### config.mk
export PLATFORM = sky130hd
export DESIGN_NAME = hall_state_angle_learner_flat
export DESIGN_NICKNAME = d
export VERILOG_FILES = /design/src/hsal_pkg.sv /design/src/hsal_if.sv /design/src/hall_state_angle_learner.sv /design/src/flat_wrapper.sv
export SDC_FILE = /design/constraint.sdc
export NUM_CORES = 1
export LEC_CHECK = 0
export BUFFER_PORTS_ARGS = -buffer_cell sky130_fd_sc_hd__buf_2
export CAP_MARGIN = 20
export CORE_ASPECT_RATIO = 1.4
export CORE_MARGIN = 1.5
export CORE_UTILIZATION = 49
export DETAILED_ROUTE_END_ITERATION = 8
export SLEW_MARGIN = 15
export SYNTH_ARGS = -nofsm -noshare
export SYNTH_HDL_FRONTEND = slang
export SYNTH_SLANG_ARGS = --single-unit
### constraint.sdc
create_clock -name clk -period 16.15 [get_ports clk]
set_input_delay 1.615 -clock clk [delete_from_list [all_inputs] [get_ports clk]]
set_output_delay 1.615 -clock clk [all_outputs]
set_load 0.02 [all_outputs]
### src/hsal_pkg.sv
// hsal_pkg: shared types and flag codes for the hall state angle learner
// used by the channel interfaces and the top level; no dependencies
`timescale 1ns / 1ps

package hsal_pkg;

  // single-bit flag carried on the channels
  typedef logic hsal_flag_t;

  // meaning of the record input
  localparam hsal_flag_t REC_CLEAR = 1'b0;
  localparam hsal_flag_t REC_LEARN = 1'b1;

  // meaning of the idle flag on the result word
  localparam hsal_flag_t IDLE_BUSY = 1'b0;
  localparam hsal_flag_t IDLE_OFF  = 1'b1;

endpackage

### src/hsal_if.sv
// hsal_if: valid/ready channel interfaces for sample words and result words
// depends on hsal_pkg for the flag type
`timescale 1ns / 1ps

interface hsal_in_if
  import hsal_pkg::*;
#(
  parameter int ANGLE_BITS = 16,
  parameter int CODE_BITS  = 4
);
  logic                         valid;
  logic                         ready;
  logic [CODE_BITS-1:0]         hall_code;
  hsal_flag_t                   record;
  logic signed [ANGLE_BITS-1:0] ref_angle;

  modport source (output valid, hall_code, record, ref_angle, input ready);
  modport sink   (input valid, hall_code, record, ref_angle, output ready);
endinterface

interface hsal_out_if
  import hsal_pkg::*;
#(
  parameter int ANGLE_BITS = 16
);
  logic                         valid;
  logic                         ready;
  logic signed [ANGLE_BITS-1:0] position;
  hsal_flag_t                   idle_flag;
  hsal_flag_t                   code_parity;

  modport source (output valid, position, idle_flag, code_parity, input ready);
  modport sink   (input valid, position, idle_flag, code_parity, output ready);
endinterface

### src/hall_state_angle_learner.sv
// hall_state_angle_learner: learns one rotor angle per hall code from a reference angle
// depends on hsal_pkg and the channel interfaces in hsal_if
`timescale 1ns / 1ps
//
// Usage
//   in_ch  (sink):   one sample word per transfer: hall_code, record, ref_angle.
//   out_ch (source): one result word per sample: position, idle_flag, code_parity.
//   A word moves at a rising clk edge where valid and ready are both high.
//   While record is high the block widens the wrapped min/max angle of the
//   current code and stores min + half span as that code's position. A word
//   with record low forgets all min/max bounds; learned positions stay.
// Timing
//   Three-stage pipeline around the bound and position memories: bound read,
//   bound update and write-back, span/position update and output register.
//   An accepted word passes the stage 1, stage 2 and output registers to out_ch.
//   One word per cycle sustained while out_ch.ready is high; the bound memory
//   read-modify-write loop closes through a forwarding path from the next stage.
// Reset and stall
//   rst_n (synchronous, active low) empties the pipeline, clears all bound
//   valid flags and makes every learned position read as zero.
//   A stalled receiver freezes the whole pipeline; in_ch.ready follows
//   out_ch.ready while the output register is full.

module hall_state_angle_learner
  import hsal_pkg::*;
#(
  parameter int ANGLE_BITS = 16,
  parameter int CODE_BITS  = 4
) (
  input  logic        clk,
  input  logic        rst_n,
  hsal_in_if.sink     in_ch,
  hsal_out_if.source  out_ch
);

  localparam int ENTRIES = 1 << CODE_BITS;
  localparam int AMSB    = ANGLE_BITS - 1;

  typedef logic [ANGLE_BITS-1:0] ang_t;
  typedef logic [CODE_BITS-1:0]  code_t;

  // memories
  ang_t lo_mem  [ENTRIES];
  ang_t hi_mem  [ENTRIES];
  ang_t pos_mem [ENTRIES];

  logic [ENTRIES-1:0] bnd_vld_r;
  logic [ENTRIES-1:0] pos_vld_r;

  // stage 1: bound read data
  logic       s1_vld_r;
  code_t      s1_code_r;
  hsal_flag_t s1_rec_r;
  hsal_flag_t s1_par_r;
  ang_t       s1_ang_r;
  ang_t       lo_rd_r;
  ang_t       hi_rd_r;

  // stage 2: updated bounds, position read data
  logic       s2_vld_r;
  code_t      s2_code_r;
  hsal_flag_t s2_rec_r;
  hsal_flag_t s2_par_r;
  ang_t       s2_lo_r;
  ang_t       s2_hi_r;
  ang_t       s2_lo_nxt;
  ang_t       s2_hi_nxt;
  ang_t       pos_rd_r;

  // output register
  logic       out_vld_r;
  code_t      out_code_r;
  hsal_flag_t out_rec_r;
  hsal_flag_t out_par_r;
  ang_t       out_pos_r;
  ang_t       out_pos_nxt;

  logic adv;
  logic bnd_fwd;
  logic pos_fwd;
  logic first_hit;
  ang_t lo_cur;
  ang_t hi_cur;
  ang_t d_lo;
  ang_t d_hi;
  ang_t span;
  ang_t half;
  ang_t pos_calc;
  ang_t pos_stored;

  // pipeline moves whenever the output register can take a word
  assign adv         = !out_vld_r || out_ch.ready;
  assign in_ch.ready = adv;

  // stage 1: forward bounds written by the word one stage ahead
  assign bnd_fwd   = s2_vld_r && (s2_rec_r == REC_LEARN) && (s2_code_r == s1_code_r);
  assign lo_cur    = bnd_fwd ? s2_lo_r : lo_rd_r;
  assign hi_cur    = bnd_fwd ? s2_hi_r : hi_rd_r;
  assign first_hit = !bnd_vld_r[s1_code_r];
  assign d_lo      = s1_ang_r - lo_cur;
  assign d_hi      = s1_ang_r - hi_cur;

  // widen the wrapped bounds, or seed both on the first sample
  always_comb begin
    s2_lo_nxt = lo_cur;
    s2_hi_nxt = hi_cur;
    if (first_hit || d_lo[AMSB]) begin
      s2_lo_nxt = s1_ang_r;
    end
    if (first_hit || ((d_hi != '0) && !d_hi[AMSB])) begin
      s2_hi_nxt = s1_ang_r;
    end
  end

  // stage 2: midpoint of the wrapped span, arithmetic half
  assign span     = s2_hi_r - s2_lo_r;
  assign half     = {span[AMSB], span[AMSB:1]};
  assign pos_calc = s2_lo_r + half;

  // stored position, forwarded from the word in the output register
  assign pos_fwd    = out_vld_r && (out_rec_r == REC_LEARN) && (out_code_r == s2_code_r);
  assign pos_stored = pos_fwd ? out_pos_r : (pos_vld_r[s2_code_r] ? pos_rd_r : '0);
  assign out_pos_nxt = (s2_rec_r == REC_LEARN) ? pos_calc : pos_stored;

  // bound memories: read on accept, write back from stage 1
  always_ff @(posedge clk) begin
    if (adv) begin
      lo_rd_r <= lo_mem[in_ch.hall_code];
      hi_rd_r <= hi_mem[in_ch.hall_code];
      if (s1_vld_r && (s1_rec_r == REC_LEARN)) begin
        lo_mem[s1_code_r] <= s2_lo_nxt;
        hi_mem[s1_code_r] <= s2_hi_nxt;
      end
    end
  end

  // position memory: read entering stage 2, write from stage 2
  always_ff @(posedge clk) begin
    if (adv) begin
      pos_rd_r <= pos_mem[s1_code_r];
      if (s2_vld_r && (s2_rec_r == REC_LEARN)) begin
        pos_mem[s2_code_r] <= pos_calc;
      end
    end
  end

  // payload pipeline registers
  always_ff @(posedge clk) begin
    if (adv) begin
      s1_code_r  <= in_ch.hall_code;
      s1_rec_r   <= in_ch.record;
      s1_par_r   <= ^in_ch.hall_code;
      s1_ang_r   <= in_ch.ref_angle;
      s2_code_r  <= s1_code_r;
      s2_rec_r   <= s1_rec_r;
      s2_par_r   <= s1_par_r;
      s2_lo_r    <= s2_lo_nxt;
      s2_hi_r    <= s2_hi_nxt;
      out_code_r <= s2_code_r;
      out_rec_r  <= s2_rec_r;
      out_par_r  <= s2_par_r;
      out_pos_r  <= out_pos_nxt;
    end
  end

  // control: stage valids and entry valid flags
  always_ff @(posedge clk) begin
    if (!rst_n) begin
      s1_vld_r  <= 1'b0;
      s2_vld_r  <= 1'b0;
      out_vld_r <= 1'b0;
      bnd_vld_r <= '0;
      pos_vld_r <= '0;
    end else if (adv) begin
      s1_vld_r  <= in_ch.valid;
      s2_vld_r  <= s1_vld_r;
      out_vld_r <= s2_vld_r;
      if (s1_vld_r) begin
        if (s1_rec_r == REC_LEARN) begin
          bnd_vld_r[s1_code_r] <= 1'b1;
        end else begin
          bnd_vld_r <= '0;
        end
      end
      if (s2_vld_r && (s2_rec_r == REC_LEARN)) begin
        pos_vld_r[s2_code_r] <= 1'b1;
      end
    end
  end

  // result word
  assign out_ch.valid       = out_vld_r;
  assign out_ch.position    = out_pos_r;
  assign out_ch.idle_flag   = (out_rec_r == REC_LEARN) ? IDLE_BUSY : IDLE_OFF;
  assign out_ch.code_parity = out_par_r;

`ifndef SYNTHESIS
  // a clearing word wipes every bound valid flag
  a_clear_bounds: assert property (@(posedge clk) disable iff (!rst_n)
    adv && s1_vld_r && (s1_rec_r == REC_CLEAR) |=> bnd_vld_r == '0)
    else $error("bound valid flags not cleared");

  // a learning word leaves its entry valid
  a_set_bound: assert property (@(posedge clk) disable iff (!rst_n)
    adv && s1_vld_r && (s1_rec_r == REC_LEARN) |=> bnd_vld_r[$past(s1_code_r)])
    else $error("bound valid flag not set");

  // learned positions are never forgotten
  a_pos_kept: assert property (@(posedge clk) disable iff (!rst_n)
    1'b1 |=> (pos_vld_r & $past(pos_vld_r)) == $past(pos_vld_r))
    else $error("position valid flag dropped");
`endif

endmodule
### src/flat_wrapper.sv
// flat-port wrapper written by rule: the top's interface ports become plain ports
module hall_state_angle_learner_flat import hsal_pkg::*;
#(
  parameter int ANGLE_BITS = 16,
  parameter int CODE_BITS  = 4
)
  (clk, rst_n, in_ch_valid, in_ch_hall_code, in_ch_record, in_ch_ref_angle, in_ch_ready, out_ch_valid, out_ch_position, out_ch_idle_flag, out_ch_code_parity, out_ch_ready);
  hsal_in_if #(.ANGLE_BITS(ANGLE_BITS), .CODE_BITS(CODE_BITS)) in_ch_i ();
  hsal_out_if #(.ANGLE_BITS(ANGLE_BITS)) out_ch_i ();
  input  logic clk;
  input  logic rst_n;
  input wire logic [$bits(in_ch_i.valid)-1:0] in_ch_valid;
  input wire logic [$bits(in_ch_i.hall_code)-1:0] in_ch_hall_code;
  input wire logic [$bits(in_ch_i.record)-1:0] in_ch_record;
  input wire logic [$bits(in_ch_i.ref_angle)-1:0] in_ch_ref_angle;
  output wire logic [$bits(in_ch_i.ready)-1:0] in_ch_ready;
  output wire logic [$bits(out_ch_i.valid)-1:0] out_ch_valid;
  output wire logic [$bits(out_ch_i.position)-1:0] out_ch_position;
  output wire logic [$bits(out_ch_i.idle_flag)-1:0] out_ch_idle_flag;
  output wire logic [$bits(out_ch_i.code_parity)-1:0] out_ch_code_parity;
  input wire logic [$bits(out_ch_i.ready)-1:0] out_ch_ready;
  assign in_ch_i.valid = in_ch_valid;
  assign in_ch_i.hall_code = in_ch_hall_code;
  assign in_ch_i.record = in_ch_record;
  assign in_ch_i.ref_angle = in_ch_ref_angle;
  assign in_ch_ready = in_ch_i.ready;
  assign out_ch_valid = out_ch_i.valid;
  assign out_ch_position = out_ch_i.position;
  assign out_ch_idle_flag = out_ch_i.idle_flag;
  assign out_ch_code_parity = out_ch_i.code_parity;
  assign out_ch_i.ready = out_ch_ready;
  hall_state_angle_learner #(.ANGLE_BITS(ANGLE_BITS), .CODE_BITS(CODE_BITS)) u_core (.clk(clk), .rst_n(rst_n), .in_ch(in_ch_i), .out_ch(out_ch_i));
endmodule
== Word level (Yosys, flattened, before mapping) ==
Memory sizes are Yosys's and may differ from the RTL's. A register that Yosys moved wholly into a read port is not among the register bits.
Index checks and enable logic that the tools add are counted.
Storage, ports and cells
  output and inout port bits: 20
  bits in registers: 117
  memories: 3
  logic and storage cells: 76
  memory bits (writable): 768
  input bits: 25
Operators by class
  bitwise logic cells: 2
  reductions and logical operators: 19
  magnitude comparators: 4
  muxes and demuxes: 23
  equality and inequality tests: 3
  add/subtract/negate cells: 4
Memory list
  u_core.hi_mem: depth 16, bits a word 16, rd ports 1, clocked after memory_dff 1, write ports 1, RTL line hall_state_angle_learner.sv:44  | ang_t hi_mem [ENTRIES];
  u_core.lo_mem: depth 16, bits a word 16, rd ports 1, clocked after memory_dff 1, write ports 1, RTL line hall_state_angle_learner.sv:43  | ang_t lo_mem [ENTRIES];
  u_core.pos_mem: depth 16, bits a word 16, rd ports 1, clocked after memory_dff 1, write ports 1, RTL line hall_state_angle_learner.sv:45  | ang_t pos_mem [ENTRIES];
Operators by type and width (count)
  16-bit 2-to-1 mux: 8
  16-bit subtractor: 3
  16-bit bitwise OR: 2
  16-bit adder: 1
  16-bit nonzero test: 1
  1-bit 2-to-1 mux: 11
  4-bit by 5-bit less-than comparator with 1-bit output, second input constant: 2
  1-bit binary-select mux with 4-bit select: 2
  1-bit demux with 4-bit select: 2
  4-bit equality test: 2
  4-bit by 1-bit greater-or-equal comparator with 1-bit output, second input constant: 2
  1-bit logical AND: 8
  2-bit AND reduction: 3
  4-bit XOR reduction: 1
  1-bit logical NOT: 3
  1-bit logical OR: 3
  2-bit by 1-bit inequality test with 1-bit output, second input constant: 1

== Depth between registers and ports, before layout ==
  depth in word-level cells: 8
  gate-level depth with buffers: 18
  depth with buffers taken out: 18

== Worst setup path before layout ==
No wires, ideal clock.
  kind: input to register
  start point: input out_ch_ready
  end point: memory u_core.hi_mem[0][0] (netlist name), enable pin
  setup slack: 8.441 ns
  setup time: 0.463 ns
  path buffers: 0
  stages on the path: 5
  data arrival time: 7.245 ns
  data required time: 15.687 ns
  cell sequence: nor2b_1 inv_1 nand3_1 or3_1 nor3_1
On the way
  longest elaborated chain between the ends: 3
Ends and longest elaborated chain
  start: declaration: RTL line flat_wrapper.sv:21  | input wire logic [$bits(out_ch_i.ready)-1:0] out_ch_ready;
  1-bit logical OR: RTL line hall_state_angle_learner.sv:92  | assign adv = !out_vld_r || out_ch.ready;
  net in_ch_ready: RTL line flat_wrapper.sv:16  | output wire logic [$bits(in_ch_i.ready)-1:0] in_ch_ready;
  1-bit 2-to-1 mux: RTL line hall_state_angle_learner.sv:127  | if (adv) begin
  1-bit 2-to-1 mux (implied by the code): RTL line hall_state_angle_learner.sv:132  | hi_mem[s1_code_r] <= s2_hi_nxt;
  end: declaration: RTL line hall_state_angle_learner.sv:44
The timed path passes the listed nets, and every way through them passes these cells.

== Final worst setup path ==
  start point: register u_core.s1_code_r[1]
  end point: memory u_core.hi_mem[8][8] (netlist name), data pin
On the way
  longest elaborated chain between the ends: 8
  elaborated cells on any way between the ends: 12
  classes of those cells: 1 x add/sub; 1 x eq/ne; 4 x mux; 6 x reduce/logical
Ends and longest elaborated chain
  start: declaration: RTL line hall_state_angle_learner.sv:52  | code_t s1_code_r;
  start signal: assignment: RTL line hall_state_angle_learner.sv:150  | s1_code_r <= in_ch.hall_code;
  4-bit equality test: RTL line hall_state_angle_learner.sv:96  | assign bnd_fwd = s2_vld_r && (s2_rec_r == REC_LEARN) && (s2_code_r == s1_code_r);
  1-bit logical AND: RTL line hall_state_angle_learner.sv:96
  16-bit 2-to-1 mux: RTL line hall_state_angle_learner.sv:98  | assign hi_cur = bnd_fwd ? s2_hi_r : hi_rd_r;
  16-bit subtractor: RTL line hall_state_angle_learner.sv:101  | assign d_hi = s1_ang_r - hi_cur;
  16-bit nonzero test / 1-bit logical NOT (equally long branches): RTL line hall_state_angle_learner.sv:110  | if (first_hit || ((d_hi != '0) && !d_hi[AMSB])) begin
  1-bit logical AND: RTL line hall_state_angle_learner.sv:110
  1-bit logical OR: RTL line hall_state_angle_learner.sv:110
  16-bit 2-to-1 mux *: RTL line hall_state_angle_learner.sv:110
  net u_core.s2_hi_nxt[8]: RTL line hall_state_angle_learner.sv:67  | ang_t s2_hi_nxt;
The timed path passes the listed nets; every way through them passes the cells marked *. The select of a mux whose other input is x is not followed.

==> impl_metrics.yaml <==
status:
  status: "finished, final reports clean"
critical_path:
  critPathCaptureType: "flop"
  cp-start-kind: "flop"
  rr_startpoint: "u_core.s1_code_r[1]$_DFFE_PN_"
  required_ns: 16.47
  critical_path_class: "flop to flop"
  arrival_ns: 6.29
  crit_start: "u_core.s1_code_r[1]$_DFFE_PN_"
  path_max_fanout: 43
floorplan:
  die_width_um: 237
  core_area_mm2: 0.0763
  initial_core_util_pct: 49.4
  dieArea_mm2: 0.0786
  rows: 120
  io_pins: 45
  die_h_um: 331
clocking:
  cts_root_buffer: "clkbuf_16"
  post_cts_buffers: 0
  clock_latency_ns: 0.64
  cts_buffer_depth: 3
  cts_sinks: 933
  post_cts_resized: 0
  htree_levels: 3
  clk_pin_slew_worst_paths_ns: 0.06
  hold_buffers: 0
  cts_tree: "done"
  cts_inserted_buffers: 89
yosys:
  yosys_most_used_dff: "edfxtp_1"
  synth-edff-count: 898
  seq_area_frac_synth_pct: 73.4
  syn-instance-count: 1864
  ys_async_sr_fraction_pct: 0
  syn-num-nets: 1950
  syn_area_mm2: 0.0377
  synth_seq_cells: 933
  ys_warn_count: 0
  avgSynthCellArea_um2: 20.2
  synth_cell_types: 59
placed_design:
  place_congestion: 0.845
  dp.final_hpwl_um: 50000
  dpl_cell_area_mm2: 0.0395
  port_buffers: 44
  dp_cells: 2864
  place_ws_ns: 9.95
worst_hold_path:
  holdCritStartpoint: "u_core.s1_par_r$_DFFE_PN_"
  worst_hold_path_type: "flop to flop"
final_layout:
  multi_input_area_mm2: 0.00983
  seq_area_mm2: 0.0277
  postLayoutCellArea_mm2: 0.0424
  nets: 2067
  fin_cells: 3025
  drive_above_1_share_pct: 26.7
  fill_cells: 5820
  area_growth_pct: 12.4
timing:
  rsz0062_at_grt: "no"
  slew_viol_final: 0
  fmaxAchievable_mhz: 167
  holdWs_ns: 0.422
  layout_min_cycle_time_ns: 5.97
  tightest_slew_ns: 1.20
  finalHoldViolations: 0
  fin_crit_sh_pct: 37.0
  fin_worst_skew_ns: 0.0281
  timing.setup.tns_ns: 0
  setup_violations: 0
  setup_ws_ns: 10.18
  slew_headroom_pct: 19.8
routing:
  drt-pass1-iter-count: 5
  vias: 18500
  wl_per_cell_um: 29.3
  wirelength_um: 88600
  drc_errors: 0
  drtAntennaViolNets: 0
  drt_iter0_drc: 1395
  viasPerCell: 6.11
power:
  power.density_mw_per_mm2: 132
  p_sw_share_pct: 23.9
  intPower_uw: 4260
  vdd_drop_max_uv: 84.3
  leakage_uw: 0.0140
  p_switching_uw: 1330
  p_comb_share_pct: 11.8
  p_clk_share_pct: 36.2
  power_frac_seq_pct: 52.0
grt:
  grt_pass1_vias: 19300
  grt_use_total_pct: 23.1
  grt_pass1_wl_um: 130000
  grt.overflow.total: 0
  antenna_found_initial: 2
  grt_max_degree: 72
run:
  drv_cap: 0
## layout make-up
class	instances	area share (%)
clock inverter	52	1.03
tap	976	2.88
sequential	933	65.3
antenna	1	0.00590
clock buffer	106	5.56
timing repair buffer	104	1.63
inverter	46	0.419
multi-input combinational	807	23.2
## final timing paths
check	depth (start not counted)	to	slack, ns
worst max register to register	15	u_core.hi_mem[8][8]$_DFFE_PP_	10.18
worst max-delay path	15	u_core.hi_mem[8][8]$_DFFE_PP_	10.18
worst min register to register	0	u_core.s2_par_r$_DFFE_PN_	0.42
worst min-delay path	0	u_core.s2_par_r$_DFFE_PN_	0.42
## through the flow
step           util, %  power, uW
6_report          55.6       5590
3_5_place_dp      51.7       3610
3_3_place_gp      51.7       3580
4_1_cts           55.4       5630
2_1_floorplan        -       3370
5_1_grt           55.6       5780
## worst max-delay path, stage by stage, from the launching register on
cell and delay (ns):
edfxtp_1 0.61, xnor2_1 0.23, and3_1 0.26, nand2_2 0.07, buf_4 0.51, mux2_2 0.44, inv_1 0.09, ha_1 0.22
nor2b_1 0.14, o31a_1 0.30, or4_1 0.42, a31oi_1 0.24, xor2_1 0.10, and4b_4 0.21, a41oi_4 0.97, mux2i_2 0.83
## per-layer routing
metal	up-vias	wire, um	track usage [%]
met2	527	46100	40.4
li1	7889	-	-
met3	140	4060	2.79
met5	-	11	0
met1	9931	36200	30.2
met4	2	2270	7.44
## cells by family (layout without fill, tap and decap cells)
kind of cell | count (synthesis) | count (layout) | share of synthesized area, %
AO/OA/AOI/OAI | 189 | 189 | 3.31
XOR/XNOR | 46 | 46 | 1.11
adder cells (fa/ha/maj) | 61 | 61 | 2.08
buffers and inverters | 124 | 308 | 1.30
flip-flops | 933 | 933 | 73.4
multiplexers | 298 | 298 | 16.2
other | 0 | 1 | 0
AND/OR/NAND/NOR | 213 | 213 | 2.62
## placed cells by master (no fill, tap or decap), types with 9 or more instances in the layout
| master | count |
|---|---|
| nor2_1 | 50 |
| o21a_1 | 40 |
| nand2_1 | 57 |
| edfxtp_1 | 898 |
| nand3_1 | 15 |
| mux2i_1 | 21 |
| nor2_4 | 16 |
| inv_1 | 45 |
| nor3_1 | 12 |
| clkinv_1 | 20 |
| nand2b_1 | 11 |
| xor2_1 | 9 |
| mux4_2 | 249 |
| o21ai_0 | 42 |
| dfxtp_1 | 35 |
| nor2b_1 | 9 |
| buf_2 | 41 |
| buf_4 | 59 |
| clkinv_2 | 19 |
| a21oi_1 | 48 |
| xnor2_1 | 33 |
| mux2i_2 | 23 |
| ha_1 | 58 |
| clkbuf_16 | 92 |
| a21o_1 | 13 |
| clkbuf_1 | 14 |
## power groups by stage
stage | logic (uW) | registers, uW | clock network [uW]
after global routing | 717 | 2910 | 2150
after floorplan | 398 | 2970 | 0
after global placement | 623 | 2960 | 0
final | 659 | 2910 | 2020
after detailed placement | 655 | 2960 | 0
after CTS | 656 | 2910 | 2060
## cell usage after synthesis (9+ instances only)
| cell type | count | area [um2] |
|---|---|---|
| edfxtp_1 | 898 | 27000 |
| mux4_2 | 249 | 5610 |
| nor2_1 | 74 | 278 |
| ha_1 | 58 | 726 |
| nand2_1 | 58 | 218 |
| clkbuf_1 | 54 | 203 |
| a21oi_1 | 48 | 240 |
| inv_1 | 46 | 173 |
| mux2i_1 | 44 | 440 |
| o21ai_0 | 42 | 210 |
| o21a_1 | 40 | 300 |
| dfxtp_1 | 35 | 701 |
| xnor2_1 | 35 | 307 |
| nor3_1 | 20 | 100 |
| buf_1 | 17 | 63.8 |
| nand3_1 | 15 | 75.1 |
| a21o_1 | 13 | 97.6 |
| nand2b_1 | 11 | 68.8 |
| xor2_1 | 10 | 87.6 |
| nor2b_1 | 9 | 56.3 |
## flip-flops by register name, indices dropped and copies added (netlist names), 4 cells and up
name	flops
u_core.lo_mem	256
u_core.s2_hi_r	16
u_core.s2_code_r	4
u_core.out_ch.position	16
u_core.s1_ang_r	16
u_core.hi_rd_r	16
u_core.pos_rd_r	16
u_core.lo_rd_r	16
u_core.pos_mem	256
u_core.hi_mem	256
u_core.s1_code_r	4
u_core.pos_vld_r	16
u_core.s2_lo_r	16
u_core.out_code_r	4
u_core.bnd_vld_r	16
(Power assumes the default switching activity.)
